File: config.mk
export PLATFORM = sky130hd
export DESIGN_NAME = clp_front_flat
export DESIGN_NICKNAME = d
export VERILOG_FILES = /design/src/rtl/callout_label_placer_unit_assert.svh /design/src/rtl/clp_pkg.sv /design/src/rtl/clp_if.sv /design/src/rtl/clp_front.sv /design/src/flat_wrapper.sv
export SDC_FILE = /design/constraint.sdc
export NUM_CORES = 2
export LEC_CHECK = 0
export BUFFER_PORTS_ARGS = -buffer_cell sky130_fd_sc_hd__buf_2
export CORE_ASPECT_RATIO = 1.75
export CORE_UTILIZATION = 54
export CTS_CLUSTER_SIZE = 12
export DETAILED_ROUTE_END_ITERATION = 6
export PLACE_DENSITY = 0.73
export SYNTH_ARGS = -nofsm -noshare
export SYNTH_HDL_FRONTEND = slang
export SYNTH_SLANG_ARGS = --single-unit
export TNS_END_PERCENT = 20
File: constraint.sdc
create_clock -name i_clk -period 27.5 [get_ports i_clk]
set_clock_uncertainty 0.05 [all_clocks]
set_input_delay 8.25 -clock i_clk [delete_from_list [all_inputs] [get_ports i_clk]]
set_output_delay 8.25 -clock i_clk [all_outputs]
set_load 0.005 [all_outputs]
File: src/rtl/callout_label_placer_unit_assert.svh
// assertion macros for the callout label placer unit
`ifndef CALLOUT_LABEL_PLACER_UNIT_ASSERT_SVH
`define CALLOUT_LABEL_PLACER_UNIT_ASSERT_SVH

// same-cycle implication, clocked on i_clk, off during reset
`define CLP_ASSERT_IMPLY(lbl, ante, cons, msg) \
    lbl: assert property (@(posedge i_clk) disable iff (!i_rst_n) (ante) |-> (cons)) \
        else $error(msg);

// next-cycle implication, clocked on i_clk, off during reset
`define CLP_ASSERT_NEXT(lbl, ante, cons, msg) \
    lbl: assert property (@(posedge i_clk) disable iff (!i_rst_n) (ante) |=> (cons)) \
        else $error(msg);

`endif

File: src/rtl/clp_pkg.sv
// ----------------------------------------------------------------------------
// clp_pkg
// types and constants shared by the callout label placer
// ----------------------------------------------------------------------------
package clp_pkg;

    localparam int COORD_FRAC_BITS = 4;
    localparam logic signed [26:0] COORD_LIMIT = 27'sd65536 <<< COORD_FRAC_BITS;

    localparam int CW = 22;     // coordinate width
    localparam int SW = 21;     // size width
    localparam int QB = 24;     // quotient bits of the attach divider
    localparam int RW = 52;     // divider remainder width
    localparam int MW = 27;     // divider divisor width
    localparam logic signed [24:0] Q_BIAS = 25'sd8388608;

    localparam int CFG_IDX_W = 2;
    localparam logic [CFG_IDX_W-1:0] REG_AREA_LEFT   = 2'd0;
    localparam logic [CFG_IDX_W-1:0] REG_AREA_TOP    = 2'd1;
    localparam logic [CFG_IDX_W-1:0] REG_AREA_SPAN_X = 2'd2;
    localparam logic [CFG_IDX_W-1:0] REG_AREA_SPAN_Y = 2'd3;

    localparam logic [SW-1:0] SPAN_X_RESET = 21'd30720;
    localparam logic [SW-1:0] SPAN_Y_RESET = 21'd17280;

    typedef logic signed [CW-1:0] t_coord;
    typedef logic [SW-1:0]        t_size;
    typedef logic signed [24:0]   t_pos;
    typedef logic signed [26:0]   t_dbl;
    typedef logic signed [53:0]   t_prod;
    typedef logic signed [55:0]   t_num;

    typedef enum logic [1:0] {
        ST_PLACED  = 2'd0,
        ST_HIDDEN  = 2'd1,
        ST_NOFIT   = 2'd2,
        ST_INVALID = 2'd3
    } t_status;

    typedef struct packed {
        t_coord left;
        t_coord top;
        t_size  span_x;
        t_size  span_y;
    } t_area;

    // classified and placed callout, front to back
    typedef struct packed {
        t_status status;
        t_coord  anchor_x;
        t_coord  anchor_y;
        t_pos    label_x;
        t_pos    label_y;
        t_size   width;
        t_size   height;
    } t_placed;

endpackage

File: src/rtl/clp_if.sv
// ----------------------------------------------------------------------------
// clp_item_if / clp_res_if
// valid/ready channels for callout items and placement results
// ----------------------------------------------------------------------------
interface clp_item_if;
    logic            valid;
    logic            ready;
    clp_pkg::t_coord anchor_x;
    clp_pkg::t_coord anchor_y;
    clp_pkg::t_coord offset_x;
    clp_pkg::t_coord offset_y;
    clp_pkg::t_size  label_width;
    clp_pkg::t_size  label_height;
    clp_pkg::t_size  margin;
    logic            visible;

    modport source (output valid, anchor_x, anchor_y, offset_x, offset_y, label_width,
                    label_height, margin, visible, input ready);
    modport sink (input valid, anchor_x, anchor_y, offset_x, offset_y, label_width,
                  label_height, margin, visible, output ready);
endinterface


File: src/rtl/clp_front.sv
// ----------------------------------------------------------------------------
// clp_front
// accepts callouts, classifies them and places the label on both axes
// ----------------------------------------------------------------------------
module clp_front (
    input  logic             i_clk,
    input  logic             i_rst_n,
    clp_item_if.sink         i_item,
    input  clp_pkg::t_area   i_area,
    output logic             o_push,
    output clp_pkg::t_placed o_entry,
    input  logic             i_full
);

    typedef struct packed {
        clp_pkg::t_pos p0;
        clp_pkg::t_pos p1;
        clp_pkg::t_pos p2;
        clp_pkg::t_pos lo;
        clp_pkg::t_pos hi;
        logic          flip;
    } t_cand;

    function automatic t_cand cand_calc(input clp_pkg::t_pos anc, input clp_pkg::t_pos off,
                                        input clp_pkg::t_pos size, input clp_pkg::t_pos start,
                                        input clp_pkg::t_pos span, input clp_pkg::t_pos mar);
        t_cand         c;
        clp_pkg::t_pos aoff;
        clp_pkg::t_pos far;
        aoff   = (off < 0) ? -off : off;
        far    = start + span - mar;
        c.p0   = anc + off;
        c.p1   = anc - aoff - size;
        c.p2   = anc + aoff;
        c.lo   = start + mar;
        c.hi   = far - size;
        c.flip = (anc + off + size) > far;
        return c;
    endfunction

    function automatic clp_pkg::t_pos place_sel(input t_cand c);
        logic          lt0, lt1, lt2, gt0, gt1, gt2, lo_gt_hi;
        logic          b_lt, b_gt;
        clp_pkg::t_pos pb;
        clp_pkg::t_pos res;
        lt0 = c.p0 < c.lo;
        lt1 = c.p1 < c.lo;
        lt2 = c.p2 < c.lo;
        gt0 = c.p0 > c.hi;
        gt1 = c.p1 > c.hi;
        gt2 = c.p2 > c.hi;
        lo_gt_hi = c.lo > c.hi;
        // overflow flips, underflow pushes out by the offset magnitude
        if (c.flip ? lt1 : lt0) begin
            pb = c.p2; b_lt = lt2; b_gt = gt2;
        end else if (c.flip) begin
            pb = c.p1; b_lt = lt1; b_gt = gt1;
        end else begin
            pb = c.p0; b_lt = lt0; b_gt = gt0;
        end
        if (b_lt) begin
            res = lo_gt_hi ? c.hi : c.lo;
        end else if (b_gt) begin
            res = c.hi;
        end else begin
            res = pb;
        end
        return res;
    endfunction

    function automatic logic bad_s(input clp_pkg::t_coord v);
        return (clp_pkg::t_dbl'(v) > clp_pkg::COORD_LIMIT) ||
               (clp_pkg::t_dbl'(v) < -clp_pkg::COORD_LIMIT);
    endfunction

    function automatic logic bad_u(input clp_pkg::t_size v);
        return clp_pkg::t_dbl'(v) > clp_pkg::COORD_LIMIT;
    endfunction

    // stage 1: classification and placement candidates
    logic             r_f1_v;
    clp_pkg::t_status r_f1_status;
    clp_pkg::t_coord  r_f1_ax, r_f1_ay;
    clp_pkg::t_size   r_f1_w, r_f1_h;
    t_cand            r_f1_cx, r_f1_cy;
    // stage 2: placed entry
    logic             r_f2_v;
    clp_pkg::t_placed r_f2;

    clp_pkg::t_status n_status;
    t_cand            n_cx, n_cy;
    logic             w_f1_ready, w_f2_ready, w_take, w_f1_adv;
    logic             w_inv, w_hid, w_nofit;
    clp_pkg::t_pos    w_ax, w_ay, w_left, w_top, w_sx, w_sy, w_w, w_h, w_mar;

    assign w_f2_ready   = !r_f2_v || !i_full;
    assign w_f1_ready   = !r_f1_v || w_f2_ready;
    assign i_item.ready = w_f1_ready;
    assign w_take       = i_item.valid && w_f1_ready;
    assign w_f1_adv     = r_f1_v && w_f2_ready;
    assign o_push       = r_f2_v && !i_full;
    assign o_entry      = r_f2;

    always_comb begin
        w_ax   = clp_pkg::t_pos'(i_item.anchor_x);
        w_ay   = clp_pkg::t_pos'(i_item.anchor_y);
        w_left = clp_pkg::t_pos'(i_area.left);
        w_top  = clp_pkg::t_pos'(i_area.top);
        w_sx   = clp_pkg::t_pos'(i_area.span_x);
        w_sy   = clp_pkg::t_pos'(i_area.span_y);
        w_w    = clp_pkg::t_pos'(i_item.label_width);
        w_h    = clp_pkg::t_pos'(i_item.label_height);
        w_mar  = clp_pkg::t_pos'(i_item.margin);

        w_inv = bad_s(i_item.anchor_x) || bad_s(i_item.anchor_y) ||
                bad_s(i_item.offset_x) || bad_s(i_item.offset_y) ||
                bad_s(i_area.left) || bad_s(i_area.top) ||
                bad_u(i_item.label_width) || bad_u(i_item.label_height) ||
                bad_u(i_item.margin) || bad_u(i_area.span_x) || bad_u(i_area.span_y) ||
                (i_item.label_width == '0) || (i_item.label_height == '0);
        w_hid = !i_item.visible || (w_ax < w_left) || (w_ax >= w_left + w_sx) ||
                (w_ay < w_top) || (w_ay >= w_top + w_sy);
        w_nofit = (w_w + (w_mar <<< 1) > w_sx) || (w_h + (w_mar <<< 1) > w_sy);

        priority if (w_inv) begin
            n_status = clp_pkg::ST_INVALID;
        end else if (w_hid) begin
            n_status = clp_pkg::ST_HIDDEN;
        end else if (w_nofit) begin
            n_status = clp_pkg::ST_NOFIT;
        end else begin
            n_status = clp_pkg::ST_PLACED;
        end

        n_cx = cand_calc(w_ax, clp_pkg::t_pos'(i_item.offset_x), w_w, w_left, w_sx, w_mar);
        n_cy = cand_calc(w_ay, clp_pkg::t_pos'(i_item.offset_y), w_h, w_top, w_sy, w_mar);
    end

    always_ff @(posedge i_clk) begin
        if (!i_rst_n) begin
            r_f1_v <= 1'b0;
            r_f2_v <= 1'b0;
        end else begin
            if (w_f1_ready) r_f1_v <= i_item.valid;
            if (w_f2_ready) r_f2_v <= r_f1_v;
        end
    end

    always_ff @(posedge i_clk) begin
        if (w_take) begin
            r_f1_status <= n_status;
            r_f1_ax     <= i_item.anchor_x;
            r_f1_ay     <= i_item.anchor_y;
            r_f1_w      <= i_item.label_width;
            r_f1_h      <= i_item.label_height;
            r_f1_cx     <= n_cx;
            r_f1_cy     <= n_cy;
        end
        if (w_f1_adv) begin
            r_f2.status   <= r_f1_status;
            r_f2.anchor_x <= r_f1_ax;
            r_f2.anchor_y <= r_f1_ay;
            r_f2.label_x  <= place_sel(r_f1_cx);
            r_f2.label_y  <= place_sel(r_f1_cy);
            r_f2.width    <= r_f1_w;
            r_f2.height   <= r_f1_h;
        end
    end

endmodule

File: src/flat_wrapper.sv
// flat-port wrapper written by rule: the top's interface ports become plain ports
module clp_front_flat 
  (i_clk, i_rst_n, i_area, o_push, o_entry, i_full, i_item_valid, i_item_anchor_x, i_item_anchor_y, i_item_offset_x, i_item_offset_y, i_item_label_width, i_item_label_height, i_item_margin, i_item_visible, i_item_ready);
  clp_item_if i_item_i ();
  input  logic i_clk;
  input  logic i_rst_n;
  input  clp_pkg::t_area i_area;
  output logic o_push;
  output clp_pkg::t_placed o_entry;
  input  logic i_full;
  input wire logic [$bits(i_item_i.valid)-1:0] i_item_valid;
  input wire logic [$bits(i_item_i.anchor_x)-1:0] i_item_anchor_x;
  input wire logic [$bits(i_item_i.anchor_y)-1:0] i_item_anchor_y;
  input wire logic [$bits(i_item_i.offset_x)-1:0] i_item_offset_x;
  input wire logic [$bits(i_item_i.offset_y)-1:0] i_item_offset_y;
  input wire logic [$bits(i_item_i.label_width)-1:0] i_item_label_width;
  input wire logic [$bits(i_item_i.label_height)-1:0] i_item_label_height;
  input wire logic [$bits(i_item_i.margin)-1:0] i_item_margin;
  input wire logic [$bits(i_item_i.visible)-1:0] i_item_visible;
  output wire logic [$bits(i_item_i.ready)-1:0] i_item_ready;
  assign i_item_i.valid = i_item_valid;
  assign i_item_i.anchor_x = i_item_anchor_x;
  assign i_item_i.anchor_y = i_item_anchor_y;
  assign i_item_i.offset_x = i_item_offset_x;
  assign i_item_i.offset_y = i_item_offset_y;
  assign i_item_i.label_width = i_item_label_width;
  assign i_item_i.label_height = i_item_label_height;
  assign i_item_i.margin = i_item_margin;
  assign i_item_i.visible = i_item_visible;
  assign i_item_ready = i_item_i.ready;
  clp_front u_core (.i_clk(i_clk), .i_rst_n(i_rst_n), .i_item(i_item_i), .i_area(i_area), .o_push(o_push), .o_entry(o_entry), .i_full(i_full));
endmodule
Yosys cells after proc, flatten, opt, wreduce, memory -nomap -nowiden
Cells that the tools add are included.
Operators by class
  shift-type cells: 0
  bitwise logic cells: 0
  add/sub/neg operators: 22
  muxes and demuxes: 26
  order comparisons: 41
  reductions and logical operators: 35
  divide/modulo/power cells: 0
  equality and inequality tests: 0
  multiply operators: 0
Operator list (number)
  25-bit two-way mux: 12
  25-bit greater-than comparator: 10
  25-bit less-than comparator: 6
  22-bit by 22-bit adder with 23-bit output: 6
  22-bit greater-than comparator (second input constant): 6
  22-bit by 21-bit less-than comparator with 1-bit output (second input constant): 6
  21-bit greater-than comparator (second input constant): 5
  25-bit by 22-bit subtractor with 25-bit output: 4
  22-bit by 25-bit adder with 25-bit output: 2
  25-bit by 22-bit adder with 25-bit output: 2
  25-bit by 22-bit greater-than comparator with 1-bit output: 2
  22-bit negator with 25-bit output: 2
  22-bit by 25-bit subtractor with 25-bit output: 2
  23-bit by 22-bit subtractor with 24-bit output: 2
  21-bit by 22-bit adder with 23-bit output: 2
  22-bit by 23-bit >= comparator with 1-bit output: 2
  22-bit by 1-bit less-than comparator with 1-bit output (second input constant): 2
  22-bit less-than comparator: 2
  21-bit zero test: 2
  1-bit logical OR: 25
  1-bit two-way mux: 12
  1-bit zero test: 4
  2-bit two-way mux: 2
  1-bit logical AND: 3
  2-bit OR reduction: 1
Storage, ports and cells
  output and inout bits: 140
  latch bits: 0
  bits of input ports: 242
  bits in read-only memories: 0
  flip-flop bits (word level): 480
  memories: 0
  memory bits (writable): 0
  word-level logic and storage cells: 151

Depth between registers and ports, before layout
  word-level depth: 15
  gate-level depth with buffers: 31

Worst setup path before layout
OpenSTA, ideal clock, no wires.
  path type: input port to flip-flop
  from: input port i_full
  to: register u_core.r_f2 (netlist bit u_core.o_entry[0]) (enable)
  stages on the path: 1
  setup time: 0.844 ns
  arrival time: 18.219 ns
  slack: 8.387 ns
  cell sequence: a21boi_0
On the way
  cells in the longest elaborated chain, start to end: 3
RTL lines
  start: declaration: line flat_wrapper.sv:10  | input logic i_full;
  1-bit zero test: line clp_front.sv:96  | assign w_f2_ready = !r_f2_v || !i_full;
  1-bit logical OR: line clp_front.sv:96
  1-bit logical AND: line clp_front.sv:100  | assign w_f1_adv = r_f1_v && w_f2_ready;
  end: declaration: line clp_front.sv:88  | clp_pkg::t_placed r_f2;
Every way passes these cells.
A chain may end at the register's enable or synchronous reset.

Worst setup path in the final report
  from: input port i_full
  to: output port i_item_ready
On the way
  cells in the longest elaborated chain, start to end: 3
RTL lines
  1-bit zero test: line clp_front.sv:96
  1-bit logical OR: line clp_front.sv:96
  1-bit logical OR: line clp_front.sv:97  | assign w_f1_ready = !r_f1_v || w_f2_ready;
  end: declaration: line flat_wrapper.sv:20  | output wire logic [$bits(i_item_i.ready)-1:0] i_item_ready;
Every way passes these cells.

==> metrics <==
reg2reg setup slack=between 20000 and 25000 ps; port bufs=around 380; minimum clock period=roughly 17000 ps; TNS Setup=0 ps; height of the die=400 um; post-synthesis cell type count=86; switching share of total power=45.3%; register share of total power=about 25%; final setup violation count=0; Mapped Cells=5154; Tcrit/Tclk final=61.7%; worst-path fanout max=4; Reg-to-Reg Start=u_core.r_f1_cx[49]; Syn. warnings=0; clock root cell=clkbuf_16; number of synthesized register bits=between 400 and 500; post-cts resize count=0; most frequent cells after synthesis=ha_1, inv_1, edfxtp_1; DRC errors left=0; fin cells=~6800; crit end category=output port; clock sink count=470; Rel. slew slack=-5.54%; CP required=about 19000 ps; first-pass GRT wire length=about 280000 um; final slew viol count=3; post-synthesis sequential area ratio=a little under 30%; Die Footprint=roughly 92000 um2; top cell type's share of synthesized area=28.8%; final hold violations=0; status=finished, violations left; fraction of layout instances using a drive strength above 1=10.1%; maxcap violations=2; postcts setup bufs=0; Clock power frac=16.1%; most frequent cell after synthesis=ha_1; Tot GR Track Use=~42%; H-tree depth=2; Total Routed Length=approximately 200000 um; worst-case reg-to-reg path depth=13; number of synthesized flops with an enable pin=~470; initial antenna violation count=30; Worst EP arrival=a little under 9000 ps; Post-Place Cells=~6700; top cells by area, synth=edfxtp_1, ha_1, xnor2_1, inv_1, a21oi_1; Longest Clk Path Bufs=3; Worst-Skew Late Latency=roughly 670 ps; Initial Util=between 50 and 60%; gp weighted congestion=1.06; RSZ-0062 raised after global routing=no; Detailed Routing Iterations Pass 1=7; core area=between 80000 and 90000 um2; P_int=approximately 2400 uW; Comb pwr share=about three fifths; top_reg_cell synth=edfxtp_1; Peak Freq=about 59 MHz; total CTS buffers=51; hold path depth=0; worst setup margin=approximately 11000 ps; hold endpoint=u_core.o_entry[15]; critical path launch point type=input port; grt total ovfl=0; type of the worst setup path=input port to output port; vias in the first global route=about 45000; HP Start=u_core.r_f1_h[15]; Place WS=approximately 11000 ps; nets=6813; sw power=about 2000 uW; failing checks=capacitance limit, slew limit; Pleak=0.0253 uW; CTS tree=built; Initial DRC Count=~2900; ys async rst share=0%; clock-pin slew on the worst setup and hold paths=~70 ps; Area growth syn-to-layout=10.7%; Peak VDD IR=around 0.056 mV; worst min path class=register to register; largest net degree at the start of global routing=approximately 150; Die Wd=~230 um; post-synth top area cell=edfxtp_1; synthesized area per cell=approximately 9.5 um2; worst flop-to-flop path endpoint=u_core.o_entry[67]; io pins=roughly 380; Synth Cell Area=between 40000 and 50000 um2; Detailed Place HPWL=between 150000 and 200000 um; final core occ=about three fifths; Vias=between 40000 and 50000; Rows=~150; Routed Antenna Nets=0; Tightest Pin Transition=~1600 ps; hold_buf cts=0; Power per Cell Area=roughly 82 nW/um2; wire length per cell=about 29 um; Final Power=between 4000 and 5000 uW; vias per cell=about 6.4
==> critical path, cell delays in order <==
cell and delay, ps:
buf_2 130, nand3_1 130, buf_2 150
==> through the flow <==
step	area (um2)	hold slack (ps)
2_1_floorplan	48900	350
3_3_place_gp	52400	350
3_5_place_dp	52400	355
4_1_cts	54000	351
5_1_grt	54000	361
6_report	54000	356
==> routing by layer <==
layer  up-vias  share of wire, %  GRT usage (%)
li1      20065                 -              -
met5         -             0.057              0
met1     20856                31           37.2
met4        16                13           47.9
met3       828               5.9           7.82
met2      1719                50           76.2
==> cell type report <==
cell class	instances	area [um2]
Multi-Input combinational cell	4075	32500
Tap cell	1176	1470
Antenna cell	22	55.1
Timing Repair Buffer	407	2110
Clock buffer	59	1330
Sequential cell	470	14100
Fill cell	7963	35400
Inverter	584	2190
Clock inverter	26	290
==> placed cells by master (no fill, tap or decap), drive strengths merged, types with 103 or more instances in the layout <==
master | synthesis | routed
a21o | 230 | 230
a21oi | 371 | 371
nand2 | 211 | 211
inv | 582 | 584
nor2 | 305 | 305
edfxtp | 468 | 468
ha | 924 | 924
o21ai | 243 | 243
xnor2 | 288 | 288
buf | 6 | 407
nand3 | 103 | 103
==> worst max-delay path by stage <==
stage | slack (ps) | endpoint | startpoint
floorplan | 8390 | u_core.o_entry[0] | i_full
global placement | 10560 | i_item_ready | i_full
CTS | 10530 | i_item_ready | i_full
global route | 10510 | i_item_ready | i_full
finish | 10530 | i_item_ready | i_full
detailed placement | 10530 | i_item_ready | i_full
==> power by group through the flow <==
stage / Sequential [uW] / Combinational (uW) / Clock, uW
after floorplan: 1090 / 1710 / 0
after global placement: 1120 / 2510 / 0
after detailed placement: 1120 / 2540 / 0
after CTS: 1100 / 2560 / 719
after global routing: 1120 / 2820 / 741
final: 1110 / 2620 / 717
==> flip-flops by register name, indices dropped and copies added, names as in the netlist <==
register,cells
u_core.o_entry,138
u_core.r_f1_cx,121
u_core.r_f1_cy,121
u_core.r_f1_ax,22
u_core.r_f1_ay,22
u_core.r_f1_h,21
u_core.r_f1_w,21
u_core.r_f1_status,2
u_core.r_f1_v,1
u_core.r_f2_v,1
==> logic make-up after synthesis <==
| logic type | Yosys count | synth area share, % |
|---|---|---|
| compound gates | 1402 | 19.1 |
| xor+xnor | 376 | 6.74 |
| fa+ha+maj | 982 | 26.1 |
| buf+inv | 616 | 4.74 |
| flops | 470 | 28.9 |
| mux | 74 | 1.63 |
| other cells | 1 | 0.00768 |
| simple gates | 1233 | 12.9 |
Note: power is estimated with default switching activity, not from simulation.
