===== src/rtl/callout_label_placer_unit_assert.svh =====
// assertion macros for the callout label placer unit
`ifndef CALLOUT_LABEL_PLACER_UNIT_ASSERT_SVH
`define CALLOUT_LABEL_PLACER_UNIT_ASSERT_SVH

// same-cycle implication, clocked on i_clk, off during reset
`define CLP_ASSERT_IMPLY(lbl, ante, cons, msg) \
    lbl: assert property (@(posedge i_clk) disable iff (!i_rst_n) (ante) |-> (cons)) \
        else $error(msg);

// next-cycle implication, clocked on i_clk, off during reset
`define CLP_ASSERT_NEXT(lbl, ante, cons, msg) \
    lbl: assert property (@(posedge i_clk) disable iff (!i_rst_n) (ante) |=> (cons)) \
        else $error(msg);

`endif


===== src/rtl/clp_pkg.sv =====
// ----------------------------------------------------------------------------
// clp_pkg
// types and constants shared by the callout label placer
// ----------------------------------------------------------------------------
package clp_pkg;

    localparam int COORD_FRAC_BITS = 4;
    localparam logic signed [26:0] COORD_LIMIT = 27'sd65536 <<< COORD_FRAC_BITS;

    localparam int CW = 22;     // coordinate width
    localparam int SW = 21;     // size width
    localparam int QB = 24;     // quotient bits of the attach divider
    localparam int RW = 52;     // divider remainder width
    localparam int MW = 27;     // divider divisor width
    localparam logic signed [24:0] Q_BIAS = 25'sd8388608;

    localparam int CFG_IDX_W = 2;
    localparam logic [CFG_IDX_W-1:0] REG_AREA_LEFT   = 2'd0;
    localparam logic [CFG_IDX_W-1:0] REG_AREA_TOP    = 2'd1;
    localparam logic [CFG_IDX_W-1:0] REG_AREA_SPAN_X = 2'd2;
    localparam logic [CFG_IDX_W-1:0] REG_AREA_SPAN_Y = 2'd3;

    localparam logic [SW-1:0] SPAN_X_RESET = 21'd30720;
    localparam logic [SW-1:0] SPAN_Y_RESET = 21'd17280;

    typedef logic signed [CW-1:0] t_coord;
    typedef logic [SW-1:0]        t_size;
    typedef logic signed [24:0]   t_pos;
    typedef logic signed [26:0]   t_dbl;
    typedef logic signed [53:0]   t_prod;
    typedef logic signed [55:0]   t_num;

    typedef enum logic [1:0] {
        ST_PLACED  = 2'd0,
        ST_HIDDEN  = 2'd1,
        ST_NOFIT   = 2'd2,
        ST_INVALID = 2'd3
    } t_status;

    typedef struct packed {
        t_coord left;
        t_coord top;
        t_size  span_x;
        t_size  span_y;
    } t_area;

    // classified and placed callout, front to back
    typedef struct packed {
        t_status status;
        t_coord  anchor_x;
        t_coord  anchor_y;
        t_pos    label_x;
        t_pos    label_y;
        t_size   width;
        t_size   height;
    } t_placed;

endpackage


===== src/rtl/clp_queue.sv =====
// ----------------------------------------------------------------------------
// clp_queue
// small fifo of placed callouts between front and back
// ----------------------------------------------------------------------------
module clp_queue #(
    parameter int DEPTH = 2
) (
    input  logic             i_clk,
    input  logic             i_rst_n,
    input  logic             i_push,
    input  clp_pkg::t_placed i_entry,
    output logic             o_full,
    input  logic             i_pop,
    output clp_pkg::t_placed o_head,
    output logic             o_empty
);

    localparam int PW   = (DEPTH > 1) ? $clog2(DEPTH) : 1;
    localparam int CNTW = $clog2(DEPTH + 1);

    clp_pkg::t_placed r_mem [DEPTH];
    logic [PW-1:0]    r_wr, r_rd;
    logic [CNTW-1:0]  r_cnt;
    logic             w_push_ok, w_pop_ok;

    function automatic logic [PW-1:0] ptr_inc(input logic [PW-1:0] p);
        return (p == PW'(DEPTH - 1)) ? '0 : p + 1'b1;
    endfunction

    assign o_full    = (r_cnt == CNTW'(DEPTH));
    assign o_empty   = (r_cnt == '0);
    assign w_push_ok = i_push && !o_full;
    assign w_pop_ok  = i_pop && !o_empty;
    assign o_head    = r_mem[r_rd];

    always_ff @(posedge i_clk) begin
        if (!i_rst_n) begin
            r_wr  <= '0;
            r_rd  <= '0;
            r_cnt <= '0;
        end else begin
            if (w_push_ok) r_wr <= ptr_inc(r_wr);
            if (w_pop_ok)  r_rd <= ptr_inc(r_rd);
            if (w_push_ok && !w_pop_ok) begin
                r_cnt <= r_cnt + 1'b1;
            end else if (w_pop_ok && !w_push_ok) begin
                r_cnt <= r_cnt - 1'b1;
            end
        end
    end

    always_ff @(posedge i_clk) begin
        if (w_push_ok) r_mem[r_wr] <= i_entry;
    end

endmodule


===== config.mk =====
export PLATFORM = sky130hd
export DESIGN_NAME = clp_queue
export DESIGN_NICKNAME = d
export VERILOG_FILES = /design/src/rtl/callout_label_placer_unit_assert.svh /design/src/rtl/clp_pkg.sv /design/src/rtl/clp_queue.sv
export SDC_FILE = /design/constraint.sdc
export NUM_CORES = 1
export LEC_CHECK = 0
export ABC_AREA = 1
export BUFFER_PORTS_ARGS = -buffer_cell sky130_fd_sc_hd__buf_4
export CORE_UTILIZATION = 47
export CTS_CLUSTER_SIZE = 28
export DETAILED_ROUTE_END_ITERATION = 12
export HOLD_SLACK_MARGIN = 0.1
export PLACE_DENSITY = 0.76
export SYNTH_ARGS = -nofsm -noshare
export SYNTH_HDL_FRONTEND = slang
export SYNTH_SLANG_ARGS = --single-unit

===== constraint.sdc =====
create_clock -name i_clk -period 7.6 [get_ports i_clk]
set_clock_uncertainty 0.2 [all_clocks]
set_input_delay 0.38 -clock i_clk [delete_from_list [all_inputs] [get_ports i_clk]]
set_output_delay 0.38 -clock i_clk [all_outputs]
set_load 0.05 [all_outputs]

; After elaboration in Yosys (flattened, before gate mapping)
; Memory sizes are Yosys's and may differ from the RTL's. A register that Yosys moved wholly into a read port is not among the register bits.
; Index checks and enable logic that the tools add are counted.
[totals]
regBits = 4
latch_bits = 0
ramBits = 276
romBits = 0
inputBits = 142
word_cells = 27
n_memories = 1
[mem_list]
columns = name, words, width, read_ports, rd_ports_with_merged_regs, write_ports, line
row1 = r_mem, 2, 138, 1, 1, 1, clp_queue.sv:21  ; clp_pkg::t_placed r_mem [DEPTH];
[op_classes]
add_sub_neg = 4
n_mul = 0
div_mod_pow = 0
order_cmp = 0
eq_ne = 1
shifts = 0
mux = 8
bitwise = 0
reduce_logical = 10
[ops]
columns = op, n
row1 = 2-to-1 mux 1 bit, 6
row2 = logical AND 1 bit, 4
row3 = zero test 1 bit, 4
row4 = 2-to-1 mux 2 bit, 2
row5 = adder 1 bit (second input constant), 2
row6 = adder 2 x 1 -> 2 bit (second input constant), 1
row7 = == test 2 bit (second input constant), 1
row8 = zero test 2 bit, 1
row9 = nonzero test 2 bit, 1
row10 = subtractor 2 x 1 -> 2 bit (second input constant), 1

; Longest topological paths before layout
; Gate-level depths: netlist of run 1.
[logic_depth]
word_depth = 7
mapped_depth = 10
ltp_nobuf = 10

; Worst setup path after synthesis of run 1
; No wires, ideal clock.
[synth_timing]
path_type = register -> register
start = reg r_cnt[0]
end = mem r_mem[0][0] (netlist name), enable pin
arrival_time_ns = 6.272
setup_slack_ns = 0.490
path_stages_with_launch = 3
path_buffers = 0
path_cell_list = dfxtp_1 -> o21ai_0 -> nor2_1
[synth_between]
elab_chain_cells = 5
[synth_lines]
columns = element, line
row1 = "start, declared", clp_queue.sv:23  ; logic [CNTW-1:0] r_cnt;
row2 = "start signal, assigned", clp_queue.sv:45  ; r_cnt <= r_cnt + 1'b1;
row3 = "start signal, assigned", clp_queue.sv:47  ; r_cnt <= r_cnt - 1'b1;
row4 = == test 2 bit, clp_queue.sv:30  ; assign o_full = (r_cnt == CNTW'(DEPTH));
row5 = zero test 1 bit, clp_queue.sv:32  ; assign w_push_ok = i_push && !o_full;
row6 = logical AND 1 bit, clp_queue.sv:32
row7 = 2-to-1 mux 1 bit, clp_queue.sv:53  ; if (w_push_ok) r_mem[r_wr] <= i_entry;
row8 = 2-to-1 mux 1 bit (not written as such), clp_queue.sv:53
row9 = "end, declared", clp_queue.sv:21
; No other way between the ends.

==> out/metrics.yaml, run 1 <==
multi_input_area_um2: 1680
slew_headroom: 0.215
synthSimpleGateAreaFrac: 0.00733
required_ns: 7.02
dpl-instance-area_um2: 12600
drive_gt1_frac: 0.499
end_kind: "output pin"
crit_end: "o_head[117]"
synth_xor_area_frac: 0
synth_top_family_by_area: "multiplexers"
setup_violations: 0
cts.sinks: 281
drtPass1Iterations: 4
pwr-share-seq: 0.394
rr_startpoint: "r_cnt[0]"
vdd.ir_drop.worst_mv: 0.242
ant_nets: 0
comb_power_share: 0.341
async_flop_share: 0
design_area_um2: 14900
synth-seq-area-share: 0.819
routedWlPerCell_um: 18.3
cts_tree: "yes"
worstSetupStartpointType: "register"
ctsHtreeMaxLevel: 1
port_buffers: 281
power_density_nw_per_um2: 347
reg2reg_slack_ns: 5.30
fin_cells: 1206
synth.most_common_cell: "edfxtp_1"
ioPinCount: 282
die_w_um: 150
syn_area_um2: 10200
netSwitchingFraction: 0.347
syn_nets: 610
tightest_slew_ns: 1.18
yosysWarnings: 0
yosysTopAreaCell: "edfxtp_1"
synth_fa_ha_area_frac: 0.00122
ys_ff_latch: 281
antenna_found_initial: 0
die_y_um: 150
dp_hpwl_um: 12900
synthFlopType: "edfxtp_1"
final_max_slew_viol_count: 0
outcome: "complete, no violations"
pwr-share-clk: 0.264
maxCapViolCount: 0
rsz0062_at_grt: "false"
clk_pin_slew_worst_paths_ns: 0.06
synth.distinct_cells: 13
finalHoldViolCount: 0
worstReg2RegEnd: "r_mem[1][94]"
antenna_cells: 0
synth_area_per_cell_um2: 21.9
grt_pass1_wl_um: 32600
drc: 0
wl_um: 22100
internal_power_mw: 3.38
synth.area.top_cells: "edfxtp_1, mux2_2, buf_6"
synth_compound_area_frac: 0.00195
fp.dieArea_um2: 22400
start_util: 0.483
via_per_inst: 4.87
reg2reg_depth: 3
cts_buffers: 29
clockRootBuffer: "clkbuf_16"
grt_overflow_total: 0
finalNetCount: 1052
grt_usage: 0.191
synth_top_area_frac: 0.809
clk-insertion-delay-late_ns: 0.53
worstHoldPathType: "input port to register"
postCtsSetupRepairBufs: 0
vias: 5879
finalCriticalPeriod_ns: 3.64
synthTopCellsByCount: "edfxtp_1, mux2_2, buf_6"
synth_edf_count: 276
crit_type: "register to output pin"
finalCritPeriodShare: 0.479
max_freq_mhz: 275
gp_congestion: 0.773
dp.cells: 1013
critical_path_arrival_ns: 3.06
grt_max_degree: 88
tns_ns: 0
syn_inst: 467
synth.area.mux_share: 0.152
syn_to_final_growth_pct: 45.7
nFillCells: 1287
rows: 53
fin_util: 0.704
coreArea_um2: 21200
p_leak_nw: 5.63
critical_path_peak_fanout: 87
drtIter0Drc: 252
clockBufferDepth: 3
regArea_um2: 8390
grt_pass1_vias: 6423
switching_power_mw: 1.80
## per-layer routing
| metal | up-vias | routed length, um | track usage |
|---|---|---|---|
| met2 | 238 | 11600 | 0.353 |
| met3 | 34 | 1650 | 0.0418 |
| met4 | 0 | 354 | 0.0495 |
| met1 | 2883 | 8470 | 0.223 |
| met5 | - | 0 | 0 |
| li1 | 2724 | - | - |
## metrics by stage
| step | setup slack [ns] | power, mW | hold slack [ns] |
|---|---|---|---|
| 6_report | 3.96 | 5.18 | 0.294 |
| 4_1_cts | 3.94 | 5.21 | 0.265 |
| 5_1_grt | 3.81 | 5.36 | 0.332 |
| 2_1_floorplan | 0.490 | 3.33 | 0.267 |
| 3_5_place_dp | 4.51 | 3.77 | 0.296 |
| 3_3_place_gp | 4.54 | 3.74 | 0.283 |
## flip-flops by register name, summed over array words and instances (netlist names), named ones only
| signal | flops |
|---|---|
| r_rd | 1 |
| r_cnt | 2 |
| r_wr | 1 |
| r_mem | 276 |
## power by group through the flow
stage | registers, mW | clock network, mW | logic [mW]
after detailed placement | 2.07 | 0 | 1.70
final | 2.04 | 1.37 | 1.77
after CTS | 2.04 | 1.40 | 1.77
after floorplan | 2.07 | 0 | 1.26
after global placement | 2.06 | 0 | 1.68
after global routing | 2.06 | 1.46 | 1.84
## layout make-up
type,instances,share of cell area
repair buffers,426,0.238
clock inverters,20,0.0130
multi-input cells,162,0.112
well taps,275,0.0230
clock buffers,33,0.0496
inverters,9,0.00226
flip-flops and latches,281,0.562
## cells by family after synthesis
logic type      count (synthesis)
flops                         281
mux                           138
buf+inv                        24
simple gates                   19
compound gates                  4
fa+ha+maj                       1
## worst min-delay path by stage
stage	start	slack, ns	cells past startpoint	endpoint
2_1_floorplan	r_rd	0.27	2	register
3_3_place_gp	r_rd	0.28	2	r_rd
3_5_place_dp	r_rd	0.30	2	r_rd
4_1_cts	i_push	0.27	4	r_wr
5_1_grt	i_push	0.33	4	r_wr
6_report	i_push	0.29	4	r_wr
## critical path: stages, from the launching register on
cell	delay [ns]
dfxtp_4	0.78
buf_4	0.92
mux2_2	0.45
buf_4	0.20
## cell usage in the layout (no fill, tap or decap)
master / count
buf_4: 286
edfxtp_1: 276
dlygate4sd3_1: 140
mux2_2: 138
clkbuf_16: 29
clkinv_1: 11
inv_1: 9
nor2_1: 9
nand2_1: 6
clkbuf_1: 4
bufinv_16: 4
dfxtp_1: 4
o21ai_0: 3
clkinv_2: 3
nor2_4: 2
a21oi_1: 1
nand3_1: 1
nand4_1: 1
ha_1: 1
dfxtp_4: 1
inv_6: 1
clkinv_4: 1
## what timing repair did
| action | 4_1_cts | 5_1_grt |
|---|---|---|
| endpoints found under the hold margin | 281 | 0 |
| hold buffers | 140 | 0 |
| gates resized for setup | 0 | 0 |
(Power assumes the default switching activity.)
==> run 2: changes to the inputs <==
clock period = 3.2 ns   (was 7.6 ns; I/O delays follow)
==> out/metrics.yaml, run 2 (synthesis gave the netlist of run 1 again) <==
slew_headroom: 0.464
power_density_nw_per_um2: 820
cts_tree: "yes"
finalCritPeriodShare: 0.705
clockBufferDepth: 3
critical_path_arrival_ns: 1.90
wl_um: 22500
grt_pass1_wl_um: 33200
drtIter0Drc: 217
clk-insertion-delay-late_ns: 0.52
hp-start: "i_entry[20]"
critical_path_peak_fanout: 71
cts-resized-gates: 0
rr_startpoint: "r_cnt[0]"
tightest_slew_ns: 0.805
gp_congestion: 0.789
largestRegisters: "r_mem (276), r_cnt (2)"
ctsHtreeMaxLevel: 1
reg2reg_depth: 3
design_area_um2: 15000
max_freq_mhz: 443
port_buffers: 281
worstReg2RegEnd: "r_mem[0][41]"
dp_hpwl_um: 13000
drive_gt1_frac: 0.503
postCtsSetupRepairBufs: 0
drtPass1Iterations: 4
grt_max_degree: 84
rsz0062_at_grt: "false"
dp.cells: 1014
cts.sinks: 281
nFillCells: 1273
outcome: "complete, no violations"
die_w_um: 150
ioPinCount: 282
syn_to_final_growth_pct: 46.1
drc: 0
clk_pin_slew_worst_paths_ns: 0.06
fin_ws_ns: 0.943
die_y_um: 150
worstHoldPathType: "input port to register"
setup_violations: 0
finalCriticalPeriod_ns: 2.26
required_ns: 2.84
grt_overflow_total: 0
crit_type: "register to output pin"
final_cell_mix: "buf_4, edfxtp_1, dlygate4sd3_1, mux2_2, clkbuf_16"
p_leak_nw: 5.64
finalNetCount: 1054
vias: 5859
start_util: 0.483
finalHoldViolCount: 0
cts_buffers: 29
fin_util: 0.705
rows: 53
maxCapViolCount: 0
dpl-instance-area_um2: 12700
reg2reg_slack_ns: 1.24
timing.hold.ws_ns: 0.159
worstSetupStartpointType: "register"
finalPower_mw: 12.3
hold-path-endpoint: "r_mem[0][20]"
tns_ns: 0
final_max_slew_viol_count: 0
vdd.ir_drop.worst_mv: 0.688
grt_usage: 0.194
place_ws_ns: 1.24
coreArea_um2: 21200
antenna_found_initial: 1
routedWlPerCell_um: 18.6
end_kind: "output pin"
fp.dieArea_um2: 22400
ant_nets: 0
via_per_inst: 4.86
clockRootBuffer: "clkbuf_16"
top_register: "r_mem"
largest_reg_flops: 276
fin_cells: 1206
final_common_cell: "buf_4"
hold_depth: 2
grt_pass1_vias: 6327
run 2: cell types whose count changed in the layout (fill, tap and decap cells not counted), moves of 2 or more:
cell,previous run,this run
clkinv_1,11,5
clkinv_2,3,5
clkbuf_1,4,6
buf_4,286,283
buf_12,0,4
run 2: critical path: stages (launching register included):
cell and delay, ns:
dfxtp_4 0.37, buf_12 0.32, mux2_2 0.42, buf_4 0.20
run 2: how the worst max path moves through the flow:
stage                   endpoint  slack [ns]  depth (start not counted)
finish               o_head[108]        0.94                          3
global route         o_head[108]        0.89                          3
CTS                  o_head[108]        0.94                          3
detailed placement  r_mem[1][41]        1.24                          3
global placement    r_mem[1][40]        1.35                          4
floorplan            r_mem[0][0]       0.005                          2
run 2: per-layer routing:
layer  routed length [um]  track usage  vias to the layer above
li1                     -            -                     2730
met5                    0            0                        -
met1                 8180        0.216                     2876
met2                12300        0.366                      215
met4                  542       0.0606                        0
met3                 1420       0.0415                       38
run 2: repair_timing:
item | CTS | global route
setup endpoints to repair | 0 | 0
endpoints found under the hold margin | 281 | 0
hold buffers | 141 | 0
run 2: cell type report:
cell class	instances	area, um2	area share
well taps	275	344	0.0230
clock inverters	15	153	0.0102
diodes	1	2.50	0.000167
flip-flops and latches	281	8390	0.561
multi-input cells	162	1680	0.112
clock buffers	35	748	0.0500
repair buffers	428	3620	0.242
inverters	9	33.8	0.00226
run 2: report_power, final:
part	total, mW	internal [mW]	leakage, nW	switching, mW
clock network	3.18	1.89	0.440	1.28
logic	4.31	1.44	2.58	2.87
registers	4.79	4.66	2.62	0.132
==> run 3: changes to the inputs <==
CORE_UTILIZATION = 52   (was 47)
PLACE_DENSITY = 0.79   (was 0.76)
clock period = 2.1 ns   (was 3.2 ns; I/O delays follow)
==> out/metrics.yaml, run 3 (synthesis gave the netlist of run 1 again) <==
outcome: "complete, but fails checks"
violations: "setup timing"
via_per_inst: 5.22
vias: 6588
drive_gt1_frac: 0.475
ant_nets: 0
crit_type: "register to output pin"
ioPinCount: 282
finalPower_mw: 19.4
cts_tree: "yes"
cts_buffers: 28
grt_pass1_vias: 7057
largest_reg_flops: 276
antenna_found_initial: 1
cp_cell_sequence: "clkbuf_16 > mux2_2 > buf_4"
p_leak_nw: 6.07
worst-path-buf-inv: 2
routedWlPerCell_um: 22.8
finalCritPeriodShare: 1.03
finalHoldViolCount: 0
drtPass1Iterations: 4
grt_pass1_wl_um: 38400
slowest_stage: "dfxtp_4"
setup_violations: 69
ctsHtreeMaxLevel: 1
crit_family: "buffers and inverters"
critical_path_peak_fanout: 36
final_cell_mix: "edfxtp_1, dlygate4sd3_1, buf_4, mux2_2, buf_6"
die_y_um: 142
reg2reg_slack_ns: 0.29
worstHoldPathType: "input port to register"
final_max_slew_viol_count: 0
clk_pin_slew_worst_paths_ns: 0.06
required_ns: 1.79
wl_um: 28800
clockBufferDepth: 3
design_area_um2: 16000
dpl-instance-area_um2: 12700
vdd.ir_drop.worst_mv: 0.921
rows: 50
die_w_um: 142
clockRootBuffer: "clkbuf_16"
worstSetupStartpointType: "register"
grt_overflow_total: 0
finalNetCount: 1123
end_kind: "output pin"
port_buffers: 281
coreArea_um2: 19000
grt_max_degree: 85
drc: 0
tightest_slew_ns: 0.500
fin_util: 0.844
cts.sinks: 281
top_register: "r_mem"
critical_path_arrival_ns: 1.85
dp_hpwl_um: 13100
largestRegisters: "r_mem (276), r_cnt (2)"
syn_to_final_growth_pct: 56.6
clk-insertion-delay-late_ns: 0.53
fin_ws_ns: -0.0597
max_freq_mhz: 463
gp_congestion: 0.718
maxCapViolCount: 0
slew_headroom: 0.667
rsz0062_at_grt: "true"
final_common_cell: "edfxtp_1"
cp_slowest_stage_delay_ns: 0.44
grt_usage: 0.254
finalCriticalPeriod_ns: 2.16
power_density_nw_per_um2: 1210
fp.dieArea_um2: 20300
tns_ns: -1.24
start_util: 0.539
drtIter0Drc: 377
## run 3: cell types whose count changed in the layout (fill, tap and decap cells not counted), moves of 2 or more
| cell | change |
|---|---|
| buf_4 | -92 |
| buf_6 | +91 |
| dlygate4sd3_1 | +66 |
| mux2_2 | -6 |
| mux2_4 | +6 |
| bufinv_16 | -3 |
| clkbuf_1 | +3 |
| dfxtp_1 | -3 |
| dfxtp_2 | +3 |
| buf_16 | +2 |
| clkbuf_16 | +2 |
| clkbuf_8 | +2 |
## run 3: through the flow
stage	std cells	worst slack [ns]	hold slack [ns]
after floorplan	467	-1.04	0.00387
after global placement	1000	0.458	0.0897
after detailed placement	1000	0.414	0.0923
after CTS	1256	-0.0955	0.100
after global routing	1262	-0.115	0.0874
final	1262	-0.0597	0.0982
## run 3: area by class of cell
class / count / area [um2]
Antenna cell: 1 / 2.50
Clock buffer: 40 / 787
Sequential cell: 281 / 8400
Fill cell: 808 / 2970
Tap cell: 260 / 325
Clock inverter: 11 / 52.6
Timing Repair Buffer: 498 / 4740
Multi-Input combinational cell: 162 / 1710
Inverter: 9 / 33.8
## run 3: layer usage
metal  GRT usage  up-vias  part of all wire
met4      0.0809        0             0.029
li1            -     2867                 -
met5           0        -                 0
met1       0.278     3331              0.36
met2       0.482      323              0.55
met3      0.0575       67             0.065
## run 3: path summary, 6_finish.rpt
| check | from | to | cells after the start |
|---|---|---|---|
| max | register | o_head[23] | 3 |
| min | i_entry[98] | r_mem[1][98] | 2 |
| max reg2reg | r_cnt[1] | r_wr | 6 |
| min reg2reg | r_rd | register | 2 |
## run 3: repair_timing
action,4_1_cts,5_1_grt
cloned,0,2
pin swaps,0,1
setup buffers,0,1
hold buffers,205,3
hold endpoints to repair,473,6
gates resized for setup,5,96
setup endpoints to repair,138,139
## run 3: report_power, final
group | internal, mW | switching (mW)
Sequential | 7.10 | 0.261
Combinational | 2.72 | 4.67
Clock | 2.60 | 2.08
Total | 12.4 | 7.02
## run 3: worst reg2reg max path, cell delays in order, from the launching register on
cell	delay [ns]
dfxtp_2	0.36
inv_2	0.07
o21ai_4	0.20
buf_4	0.16
o21ai_0	0.06
dlygate4sd3_1	0.56
nor2_1	0.13
